[src/blr_pkg.sv]
// ----------------------------------------------------------------------------
// blr_pkg: shared constants for the line rasterizer
// Field widths, register indexes, reset values and item mode codes.
// ----------------------------------------------------------------------------
package blr_pkg;

  // Default coordinate width. Columns and rows each use this many bits.
  localparam int COORD_BITS_DEF = 11;

  // Fixed widths of the configuration registers and result fields.
  localparam int STRIDE_W = 12;
  localparam int COLOR_W  = 32;
  localparam int OFFSET_W = 24;

  // Bytes written per pixel. This scales the byte offset.
  localparam int BYTES_PER_PIXEL = 4;

  // Configuration port.
  localparam int CFG_INDEX_W = 1;
  localparam logic [CFG_INDEX_W-1:0] REG_LINE_STRIDE = 1'd0;
  localparam logic [CFG_INDEX_W-1:0] REG_DRAW_COLOR  = 1'd1;

  // Register values after reset.
  localparam logic [STRIDE_W-1:0] STRIDE_RESET = 12'd800;
  localparam logic [COLOR_W-1:0]  COLOR_RESET  = 32'hFFFF_FFFF;

  // Input item modes.
  localparam logic MODE_START = 1'b0;
  localparam logic MODE_STEP  = 1'b1;

endpackage

[src/blr_stepper.sv]
// ----------------------------------------------------------------------------
// blr_stepper: Bresenham line state and stepping logic
// Holds the current line and computes the pixel of each accepted request.
// ----------------------------------------------------------------------------
module blr_stepper #(
  parameter int COORD_BITS = blr_pkg::COORD_BITS_DEF
) (
  input  logic                  clk,
  input  logic                  rst,
  input  logic                  accept,
  input  logic                  mode,
  input  logic [COORD_BITS-1:0] x_start,
  input  logic [COORD_BITS-1:0] y_start,
  input  logic [COORD_BITS-1:0] x_end,
  input  logic [COORD_BITS-1:0] y_end,
  output logic                  pix_valid,
  output logic [COORD_BITS-1:0] pix_x,
  output logic [COORD_BITS-1:0] pix_y,
  output logic                  pix_last
);

  localparam int DW = COORD_BITS + 1;
  localparam int EW = COORD_BITS + 3;

  // Line state.
  logic                  active, active_next;
  logic [COORD_BITS-1:0] cur_x, cur_x_next;
  logic [COORD_BITS-1:0] cur_y, cur_y_next;
  logic [COORD_BITS-1:0] target_x, target_x_next;
  logic [COORD_BITS-1:0] target_y, target_y_next;
  logic [DW-1:0]         delta_x, delta_x_next;
  logic [DW-1:0]         delta_y_abs, delta_y_abs_next;
  logic signed [EW-1:0]  error_term, error_term_next;
  logic                  step_down, step_down_next;
  logic                  steep, steep_next;

  // Endpoint ordering for a start request: x never decreases, and a
  // vertical line runs with y never decreasing.
  logic                  swap;
  logic [COORD_BITS-1:0] xa, ya, xb, yb;
  logic                  new_down;
  logic [DW-1:0]         new_dx, new_dy;
  logic                  new_steep;
  logic signed [EW-1:0]  new_err;

  assign swap = (x_end < x_start) || ((x_end == x_start) && (y_end < y_start));
  assign xa   = swap ? x_end   : x_start;
  assign ya   = swap ? y_end   : y_start;
  assign xb   = swap ? x_start : x_end;
  assign yb   = swap ? y_start : y_end;

  assign new_down  = yb < ya;
  assign new_dx    = {1'b0, xb - xa};
  assign new_dy    = new_down ? {1'b0, ya - yb} : {1'b0, yb - ya};
  assign new_steep = new_dy > new_dx;
  assign new_err   = new_steep ?
      ($signed({1'b0, new_dx, 1'b0}) - $signed({2'b00, new_dy})) :
      ($signed({1'b0, new_dy, 1'b0}) - $signed({2'b00, new_dx}));

  // Step of an active line: the major axis always moves, the minor axis
  // moves when the error term is not negative.
  logic                  err_nonneg;
  logic [COORD_BITS-1:0] y_moved;
  logic [COORD_BITS-1:0] x_moved;
  logic signed [EW-1:0]  two_dx, two_dy;
  logic [COORD_BITS-1:0] step_x, step_y;
  logic signed [EW-1:0]  step_err;

  assign err_nonneg = !error_term[EW-1];
  assign y_moved    = step_down ? cur_y - COORD_BITS'(1) : cur_y + COORD_BITS'(1);
  assign x_moved    = cur_x + COORD_BITS'(1);
  assign two_dx     = $signed({1'b0, delta_x, 1'b0});
  assign two_dy     = $signed({1'b0, delta_y_abs, 1'b0});

  always_comb begin
    if (steep) begin
      step_y = y_moved;
      if (err_nonneg) begin
        step_x   = x_moved;
        step_err = error_term + two_dx - two_dy;
      end else begin
        step_x   = cur_x;
        step_err = error_term + two_dx;
      end
    end else begin
      step_x = x_moved;
      if (err_nonneg) begin
        step_y   = y_moved;
        step_err = error_term + two_dy - two_dx;
      end else begin
        step_y   = cur_y;
        step_err = error_term + two_dy;
      end
    end
  end

  // Next state and the pixel that this request emits.
  always_comb begin
    active_next      = active;
    cur_x_next       = cur_x;
    cur_y_next       = cur_y;
    target_x_next    = target_x;
    target_y_next    = target_y;
    delta_x_next     = delta_x;
    delta_y_abs_next = delta_y_abs;
    error_term_next  = error_term;
    step_down_next   = step_down;
    steep_next       = steep;
    pix_valid        = 1'b0;
    pix_x            = '0;
    pix_y            = '0;
    pix_last         = 1'b0;
    if (mode == blr_pkg::MODE_START) begin
      cur_x_next       = xa;
      cur_y_next       = ya;
      target_x_next    = xb;
      target_y_next    = yb;
      delta_x_next     = new_dx;
      delta_y_abs_next = new_dy;
      error_term_next  = new_err;
      step_down_next   = new_down;
      steep_next       = new_steep;
      pix_valid        = 1'b1;
      pix_x            = xa;
      pix_y            = ya;
      pix_last         = (xa == xb) && (ya == yb);
      active_next      = !pix_last;
    end else if (active) begin
      cur_x_next      = step_x;
      cur_y_next      = step_y;
      error_term_next = step_err;
      pix_valid       = 1'b1;
      pix_x           = step_x;
      pix_y           = step_y;
      pix_last        = (step_x == target_x) && (step_y == target_y);
      active_next     = !pix_last;
    end
  end

  // State update on every accepted request.
  always_ff @(posedge clk) begin
    if (rst) begin
      active      <= 1'b0;
      cur_x       <= '0;
      cur_y       <= '0;
      target_x    <= '0;
      target_y    <= '0;
      delta_x     <= '0;
      delta_y_abs <= '0;
      error_term  <= '0;
      step_down   <= 1'b0;
      steep       <= 1'b0;
    end else if (accept) begin
      active      <= active_next;
      cur_x       <= cur_x_next;
      cur_y       <= cur_y_next;
      target_x    <= target_x_next;
      target_y    <= target_y_next;
      delta_x     <= delta_x_next;
      delta_y_abs <= delta_y_abs_next;
      error_term  <= error_term_next;
      step_down   <= step_down_next;
      steep       <= steep_next;
    end
  end

endmodule

[src/blr_addr.sv]
// ----------------------------------------------------------------------------
// blr_addr: byte offset unit and result register
// Forms the framebuffer byte offset of a pixel and holds the result.
// ----------------------------------------------------------------------------
module blr_addr #(
  parameter int COORD_BITS = blr_pkg::COORD_BITS_DEF
) (
  input  logic                          clk,
  input  logic                          rst,
  input  logic                          load,
  input  logic                          load_valid,
  input  logic                          pix_valid,
  input  logic [COORD_BITS-1:0]         pix_x,
  input  logic [COORD_BITS-1:0]         pix_y,
  input  logic                          pix_last,
  input  logic [blr_pkg::STRIDE_W-1:0]  line_stride,
  input  logic [blr_pkg::COLOR_W-1:0]   draw_color,
  output logic                          out_valid,
  output logic                          pixel_valid,
  output logic [COORD_BITS-1:0]         pixel_x,
  output logic [COORD_BITS-1:0]         pixel_y,
  output logic [blr_pkg::OFFSET_W-1:0]  pixel_offset,
  output logic [blr_pkg::COLOR_W-1:0]   pixel_color,
  output logic                          last_pixel
);

  localparam int NeedW = COORD_BITS + blr_pkg::STRIDE_W + 4;
  localparam int WideW = (NeedW > blr_pkg::OFFSET_W) ? NeedW : blr_pkg::OFFSET_W;

  // Offset = bytes per pixel * (x + y * stride), kept modulo the field width.
  logic [WideW-1:0]             pix_index;
  logic [WideW-1:0]             byte_offset;
  logic [blr_pkg::OFFSET_W-1:0] offset_calc;

  assign pix_index   = WideW'(pix_x) + WideW'(pix_y) * WideW'(line_stride);
  assign byte_offset = pix_index * WideW'(blr_pkg::BYTES_PER_PIXEL);
  assign offset_calc = byte_offset[blr_pkg::OFFSET_W-1:0];

  // Result valid flag.
  always_ff @(posedge clk) begin
    if (rst) begin
      out_valid <= 1'b0;
    end else if (load) begin
      out_valid <= load_valid;
    end
  end

  // Result payload. A step with no active line gives all fields zero.
  always_ff @(posedge clk) begin
    if (load) begin
      pixel_valid  <= pix_valid;
      pixel_x      <= pix_valid ? pix_x : '0;
      pixel_y      <= pix_valid ? pix_y : '0;
      pixel_offset <= pix_valid ? offset_calc : '0;
      pixel_color  <= pix_valid ? draw_color : '0;
      last_pixel   <= pix_valid & pix_last;
    end
  end

endmodule

[src/bresenham_line_rasterizer_top.sv]
// ----------------------------------------------------------------------------
// bresenham_line_rasterizer_top: Bresenham line rasterizer
// Start and step requests in, one pixel result out for every request.
// ----------------------------------------------------------------------------
// The rasterizer takes one request per clock when not stalled and returns
// exactly one result per request, via the pixel stage and result registers.
// A start request (mode 0) loads two endpoints and returns the first pixel;
// each step request (mode 1) returns the next pixel, with last_pixel set on
// the final one. A step with no line in progress returns a result with
// pixel_valid low and all other fields zero. The line state is updated in
// the accept cycle, so throughput is one request per clock unless stalled,
// set by the stepping adder/compare path; the next stage holds the single
// stride multiplier for the byte offset. Configuration writes are always
// ready and should be made only while no results are pending.
module bresenham_line_rasterizer_top #(
  parameter int COORD_BITS = blr_pkg::COORD_BITS_DEF
) (
  input  logic                            clk,
  input  logic                            rst,
  // Request channel
  input  logic                            in_valid,
  output logic                            in_stall,
  input  logic                            mode,
  input  logic [COORD_BITS-1:0]           x_start,
  input  logic [COORD_BITS-1:0]           y_start,
  input  logic [COORD_BITS-1:0]           x_end,
  input  logic [COORD_BITS-1:0]           y_end,
  // Result channel
  output logic                            out_valid,
  input  logic                            out_stall,
  output logic                            pixel_valid,
  output logic [COORD_BITS-1:0]           pixel_x,
  output logic [COORD_BITS-1:0]           pixel_y,
  output logic [blr_pkg::OFFSET_W-1:0]    pixel_offset,
  output logic [blr_pkg::COLOR_W-1:0]     pixel_color,
  output logic                            last_pixel,
  // Configuration write channel
  input  logic                            cfg_valid,
  output logic                            cfg_ready,
  input  logic [blr_pkg::CFG_INDEX_W-1:0] cfg_index,
  input  logic [blr_pkg::COLOR_W-1:0]     cfg_data
);

  // Configuration registers.
  logic [blr_pkg::STRIDE_W-1:0] line_stride;
  logic [blr_pkg::COLOR_W-1:0]  draw_color;

  assign cfg_ready = 1'b1;

  always_ff @(posedge clk) begin
    if (rst) begin
      line_stride <= blr_pkg::STRIDE_RESET;
      draw_color  <= blr_pkg::COLOR_RESET;
    end else if (cfg_valid && cfg_ready) begin
      unique case (cfg_index)
        blr_pkg::REG_LINE_STRIDE: line_stride <= cfg_data[blr_pkg::STRIDE_W-1:0];
        blr_pkg::REG_DRAW_COLOR:  draw_color  <= cfg_data;
        default: ;
      endcase
    end
  end

  // Pipeline flow control: the result register advances when empty or
  // taken, and the pixel stage advances into it.
  logic out_advance;
  logic s1_ready;
  logic accept;

  logic                  s1_valid;
  logic                  s1_pix_valid;
  logic [COORD_BITS-1:0] s1_x;
  logic [COORD_BITS-1:0] s1_y;
  logic                  s1_last;

  assign out_advance = !out_valid || !out_stall;
  assign s1_ready    = !s1_valid || out_advance;
  assign in_stall    = !s1_ready;
  assign accept      = in_valid && s1_ready;

  // Line stepping.
  logic                  pix_valid;
  logic [COORD_BITS-1:0] pix_x;
  logic [COORD_BITS-1:0] pix_y;
  logic                  pix_last;

  blr_stepper #(
    .COORD_BITS(COORD_BITS)
  ) u_stepper (
    .clk      (clk),
    .rst      (rst),
    .accept   (accept),
    .mode     (mode),
    .x_start  (x_start),
    .y_start  (y_start),
    .x_end    (x_end),
    .y_end    (y_end),
    .pix_valid(pix_valid),
    .pix_x    (pix_x),
    .pix_y    (pix_y),
    .pix_last (pix_last)
  );

  // Pixel stage register.
  always_ff @(posedge clk) begin
    if (rst) begin
      s1_valid <= 1'b0;
    end else if (s1_ready) begin
      s1_valid <= accept;
    end
  end

  always_ff @(posedge clk) begin
    if (accept) begin
      s1_pix_valid <= pix_valid;
      s1_x         <= pix_x;
      s1_y         <= pix_y;
      s1_last      <= pix_last;
    end
  end

  // Offset computation and result register.
  blr_addr #(
    .COORD_BITS(COORD_BITS)
  ) u_addr (
    .clk         (clk),
    .rst         (rst),
    .load        (out_advance),
    .load_valid  (s1_valid),
    .pix_valid   (s1_pix_valid),
    .pix_x       (s1_x),
    .pix_y       (s1_y),
    .pix_last    (s1_last),
    .line_stride (line_stride),
    .draw_color  (draw_color),
    .out_valid   (out_valid),
    .pixel_valid (pixel_valid),
    .pixel_x     (pixel_x),
    .pixel_y     (pixel_y),
    .pixel_offset(pixel_offset),
    .pixel_color (pixel_color),
    .last_pixel  (last_pixel)
  );

endmodule
[config.mk]
export PLATFORM = sky130hd
export DESIGN_NAME = bresenham_line_rasterizer_top
export DESIGN_NICKNAME = d
export VERILOG_FILES = /design/src/blr_pkg.sv /design/src/blr_stepper.sv /design/src/blr_addr.sv /design/src/bresenham_line_rasterizer_top.sv
export SDC_FILE = /design/constraint.sdc
export NUM_CORES = 1
export LEC_CHECK = 0
export ABC_CLOCK_PERIOD_IN_PS = 19300
export BUFFER_PORTS_ARGS = -buffer_cell sky130_fd_sc_hd__buf_2
export CAP_MARGIN = 20
export CORE_ASPECT_RATIO = 1.25
export CORE_MARGIN = 4
export CORE_UTILIZATION = 46
export DETAILED_ROUTE_END_ITERATION = 16
export PLACE_DENSITY = 0.65
export REMOVE_ABC_BUFFERS = 1
export SLEW_MARGIN = 15
export SYNTH_ARGS = -nofsm -noshare
export SYNTH_HDL_FRONTEND = slang
export SYNTH_SLANG_ARGS = --single-unit
[constraint.sdc]
create_clock -name clk -period 19.3 [get_ports clk]
set_input_delay 1.93 -clock clk [delete_from_list [all_inputs] [get_ports clk]]
set_output_delay 1.93 -clock clk [all_outputs]
set_load 0.01 [all_outputs]
== Yosys cells after proc, flatten, opt, wreduce, memory -nomap -nowiden ==
Index checks and enable logic that the tools add are counted.
Operators by class
  add/sub/neg operators: 13
  $mul: 1
  $lt $le $gt $ge: 4
  eq/ne operators: 6
  mux-type cells: 29
  bitwise gates (word level): 3
  reduce and logical (&&, ||, !) cells: 17
Operator list (number)
  $mux W11: 18
  $mux W14: 6
  $eq A11 B11 Y1: 5
  $lt A11 B11 Y1: 3
  $sub A11 B11 Y11: 3
  $add A11 B1 Y11 const B: 2
  $add A11 B22 Y22: 1
  $mul A11 B12 Y22: 1
  $add A14 B13 Y14: 1
  $add A14 B14 Y14: 1
  $sub A13 B11 Y14: 1
  $sub A14 B13 Y14: 1
  $sub A14 B14 Y14: 1
  $sub A12 B12 Y13: 1
  $gt A12 B11 Y1: 1
  $sub A11 B1 Y11 const B: 1
  $reduce_and A2 Y1: 4
  $logic_not A1 Y1: 6
  $mux W1: 5
  $logic_and A1 B1 Y1: 4
  $logic_or A1 B1 Y1: 3
  $ne A2 B1 Y1 const B: 1
  $not A1 Y1: 2
  $and A1 B1 Y1: 1
Storage, ports and cells
  register bits after elaboration: 234
  bits of input ports: 83
  output and inout port bits: 83
  word-level logic and storage cells: 98

== Longest topological paths before layout ==
  depth after elaboration: 9
  gate-level depth with buffers: 35
  mapped depth without buffers: 30

== Hierarchy ==
From an unflattened synthesis, not the netlist that was laid out.
Second synthesis, totals
  cell total of the unflattened synthesis: 2383
  area total of the unflattened synthesis: 20340.8 um^2
Modules (own cells, without submodules)
  blr_stepper: instances 1, cells an instance 1448, area an instance 10321.1 um^2, seq. area each 1641.6 um^2
  blr_addr: instances 1, cells an instance 738, area an instance 7483.4 um^2, seq. area each 2362.3 um^2
  bresenham_line_rasterizer_top: instances 1, cells an instance 197, area an instance 2536.2 um^2, seq. area each 1621.6 um^2

== Least setup slack after synthesis ==
Ideal clock, no wire load.
  path kind: input to register
  from: input port x_start[8]
  to: register u_stepper.error_term[2]
  setup time: 0.070 ns
  arrival: 8.492 ns
  required time: 19.230 ns
  path slack: 10.737 ns
  cell stages on the path: 33
  buffers on the path: 8
  cell sequence: inv_1 > ha_1 > nand4_1 > or4_4 > a2111oi_2 > a21oi_1 > buf_2 > buf_2 > clkbuf_1 > buf_1 > buf_1 > clkbuf_1 > o21a_1 > ha_1 > a211oi_1 > nor2_1 > a21oi_1 > a21oi_1 > a2111oi_0 > o221ai_1 > xor2_1 > inv_1 > ha_1 > nand3_1 > nor2_1 > a211oi_1 > nor2_1 > clkbuf_1 > buf_1 > nand2_1 > o311ai_0 > o211ai_1 > a21oi_1
On the way
  longest elaborated chain between the ends: 9
  elaborated cells on any way between the ends: 18
  classes of those cells: 5 x add/sub; 3 x order compare; 1 x eq/ne; 7 x mux; 2 x reduce/logical
RTL lines
  from (decl): line bresenham_line_rasterizer_top.sv:24  | input logic [COORD_BITS-1:0] x_start,
  parallel branches: the longest is 7 deep, another holds $sub A13 B11 Y14
  $mux W14 *: line blr_stepper.sv:56  | assign new_err = new_steep ?
  $mux W14 *: line blr_stepper.sv:113  | if (mode == blr_pkg::MODE_START) begin
  to (signal assigned): line blr_stepper.sv:161  | error_term <= error_term_next;
  to (decl): line blr_stepper.sv:33  | logic signed [EW-1:0] error_term, error_term_next;
Every way passes the cells marked *.
A chain may end at the register's enable or synchronous reset.

== Worst setup path in the final report ==
  from: input port y_start[6]
  to: register u_stepper.error_term[10]
On the way
  longest elaborated chain between the ends: 9
  elaborated cells on any way between the ends: 17
  classes of those cells: 5 x add/sub; 3 x order compare; 7 x mux; 2 x reduce/logical
RTL lines
  from (decl): line bresenham_line_rasterizer_top.sv:25  | input logic [COORD_BITS-1:0] y_start,
  $lt A11 B11 Y1: line blr_stepper.sv:46  | assign swap = (x_end < x_start) || ((x_end == x_start) && (y_end < y_start));
  $logic_and A1 B1 Y1: line blr_stepper.sv:46
  $logic_or A1 B1 Y1: line blr_stepper.sv:46
  $mux W11 (on tied branches): line blr_stepper.sv:50, blr_stepper.sv:48
  $sub A11 B11 Y11 or $lt A11 B11 Y1 (tied branches): line blr_stepper.sv:54, blr_stepper.sv:52
  $mux W11 *: line blr_stepper.sv:54  | assign new_dy = new_down ? {1'b0, ya - yb} : {1'b0, yb - ya};
  named net u_stepper.new_dy[5]: line blr_stepper.sv:42  | logic [DW-1:0] new_dx, new_dy;
  $sub A13 B11 Y14 (tied with other cells): line blr_stepper.sv:58  | ($signed({1'b0, new_dy, 1'b0}) - $signed({2'b00, new_dx}));
  $mux W14 *: line blr_stepper.sv:56
  $mux W14 *: line blr_stepper.sv:113
Mark *: on every way through the listed nets, which the timed path passes. The rest lies on a longest branch.

==> out/metrics.yaml <==
status: "completed"
clock_latency_ps: 550
layout_commonest_cell: "nand2_1"
yosysTopAreaCell: "edfxtp_1"
synth_area_um2: 19900
critPathLaunchType: "primary input"
drive_gt1_share_pct: 10.4
final_cell_mix: "307 x nand2_1, 247 x inv_1, 169 x a21oi_1"
setup_viol: 0
tritoncts: "built"
leakage_nw: 10.0
pre_cts_ws_ps: 10150
yosysTopAreaCellShare_pct: 15.4
post-route-period-util_pct: 45.1
combPwrFrac_pct: 50.3
post_synth_num_cell_types: 80
post_cts_buffers: 0
drcViolationCount: 0
powerDensity_nw_per_um2: 105
dieArea_um2: 46600
path_buf_inv: 4
rsz0062_at_grt: "false"
grt_pass1_wl_mm: 87.9
clock_path_buffers: 3
floorplan.initialDensity_pct: 46.9
clk_pin_slew_ps: 60
synth_edf_count: 102
hold_class: "register to register"
wl_mm: 55.0
antenna_left: 0
synth_area_leaders: "edfxtp_1 15%, dfxtp_1 13%, fa_1 11%"
synth_top_family_by_area: "adder cells"
hold_viol: 0
cpPeakStageDelay_ps: 720
yosys_warnings: 0
muxShareOfSynthArea_pct: 2.68
async_reset_ff_share_pct: 0
avgSynthCellArea_um2: 8.61
ios: 166
worst_setup_path_end_kind: "register"
synthXorXnorAreaFrac_pct: 5.58
p_sw_share_pct: 39.8
grt_use_met2_pct: 41.6
cts_sinks: 230
num-nets-final: 2754
core_um2: 42400
grt_max_degree: 78
grt.met1_usage_pct: 27.6
synthSimpleGateAreaFrac_pct: 19.1
die_h_um: 240
fin_crit_ps: 8700
antenna_found_initial: 5
cts_resized: 0
power.share.sequential_pct: 27.0
htree_levels: 1
p_clk_share_pct: 22.7
syn_to_final_growth_pct: 10.7
p_sw_mw: 0.921
die_w_um: 194
viasPerCell: 5.58
intPower_mw: 1.39
drt-initial-drc-count: 867
gp_congestion: 0.955
tns_ps: 0
synthAdderAreaFrac_pct: 21.3
vdd_drop_max_uv: 84.5
worstPathMaxFanout: 36
synth_seq_cells: 230
grt.total_usage_pct: 23.0
wl_per_cell_um: 18.4
syn_inst: 2307
grt_pass1_vias: 16686
gr-total-overflow: 0
setup_ws_ps: 10600
row_count: 84
io_buffers: 162
worstSetupPathType: "primary input to register"
cap_violations: 0
finalMaxSlewViolations: 0
synth_compound_area_share_pct: 15.9
crit_required_ps: 19700
slew_headroom_pct: 30.8
tightest_slew_ps: 1030
cts_root_buf: "clkbuf_16"
synth_flop_cell: "dfxtp_1"
dp_hpwl_mm: 43.3
dr.pass1.iters: 6
holdBufCountCts: 0
worstPathArrival_ps: 9100
grtUsageMet3_pct: 3.34
cp_top_family: "compound AO/OA/AOI/OAI gates"
dr_total_vias: 16638
yosysSeqAreaShare_pct: 28.3
fmax_ghz: 0.115
skew_ps: 17.7
critPathSlowestCell: "a21oi_4"
grt_busiest_layer: "met2"
cts_buffers: 27
==> Yosys cell counts (6+ instances only) <==
master	count
or3_1	10
nor3_1	27
nand2b_1	17
a211o_1	33
o211ai_1	12
mux2i_1	25
nand3b_1	6
buf_1	13
a21oi_1	170
o21bai_1	20
buf_2	7
inv_1	247
and3_1	51
clkbuf_1	93
xnor2_1	76
nor2b_1	29
a211oi_1	28
and2_1	141
edfxtp_1	102
a21boi_0	13
a31oi_1	11
nand2_1	308
nand3_1	33
nand4_1	8
nor3b_1	7
ha_1	168
dfxtp_1	128
o21ai_0	78
a311oi_1	24
nor2_1	139
xor2_1	46
mux4_2	11
fa_1	106
a21o_1	25
==> worst reg2reg max path: cells and delay by family (launching register included) <==
kind / cells / cell delay [ps]
buf+inv: 2 / 90
compound gates: 11 / 2000
simple gates: 3 / 900
fa+ha+maj: 6 / 2520
flops: 1 / 620
==> routing by layer <==
layer	vias to the layer above	wire length, um
li1	8045	-
met1	8061	22200
met3	116	2690
met4	0	2070
met2	416	28000
met5	-	0
==> flip-flops by register name (all words and copies together), names as in the netlist, 12 cells and up <==
register / cells
line_stride: 12
u_stepper.error_term: 13
u_addr.pixel_offset: 22
draw_color: 32
u_addr.pixel_color: 32
==> final timing paths <==
kind                        from                       end  slack (ps)  cells past startpoint
setup / recovery      y_start[6]  u_stepper.error_term[10]       10600                     27
hold / removal    draw_color[16]            draw_color[16]         450                      1
setup reg to reg         s1_y[3]   u_addr.pixel_offset[23]       13010                     22
hold reg to reg   draw_color[16]            draw_color[16]         450                      1
==> area by class of cell <==
type	instances	area (um2)
Fill cell	4015	20400
Timing Repair Buffer	176	926
Sequential cell	230	5630
Antenna cell	5	12.5
Tap cell	559	699
Clock buffer	33	698
Multi-Input combinational cell	1715	12900
Clock inverter	17	204
Inverter	247	927
==> metrics by stage <==
step | std cells | cell area [um2] | power, mW | hold WS [ps] | utilization [%]
after floorplan | 2192 | 19400 | 1.49 | 427 | -
after global placement | 2926 | 21000 | 1.77 | 434 | 49.7
after detailed placement | 2927 | 21100 | 1.79 | 441 | 49.7
after CTS | 2977 | 22000 | 2.33 | 454 | 51.8
after global routing | 2982 | 22000 | 2.50 | 473 | 51.9
final | 2982 | 22000 | 2.31 | 451 | 51.9
==> power by group through the flow <==
stage	Sequential (mW)	Combinational, mW	Clock [mW]
floorplan	0.638	0.852	0
global placement	0.634	1.14	0
detailed placement	0.635	1.16	0
CTS	0.625	1.17	0.540
global route	0.631	1.31	0.558
finish	0.625	1.16	0.525
==> logic make-up after synthesis <==
group	count (synthesis)
flip-flops	230
adder cells (fa/ha/maj)	275
AND/OR/NAND/NOR	792
other	2
XOR/XNOR	124
buffers and inverters	363
multiplexers	39
AO/OA/AOI/OAI	482
No activity file was read; power rests on OpenSTA's default activity.
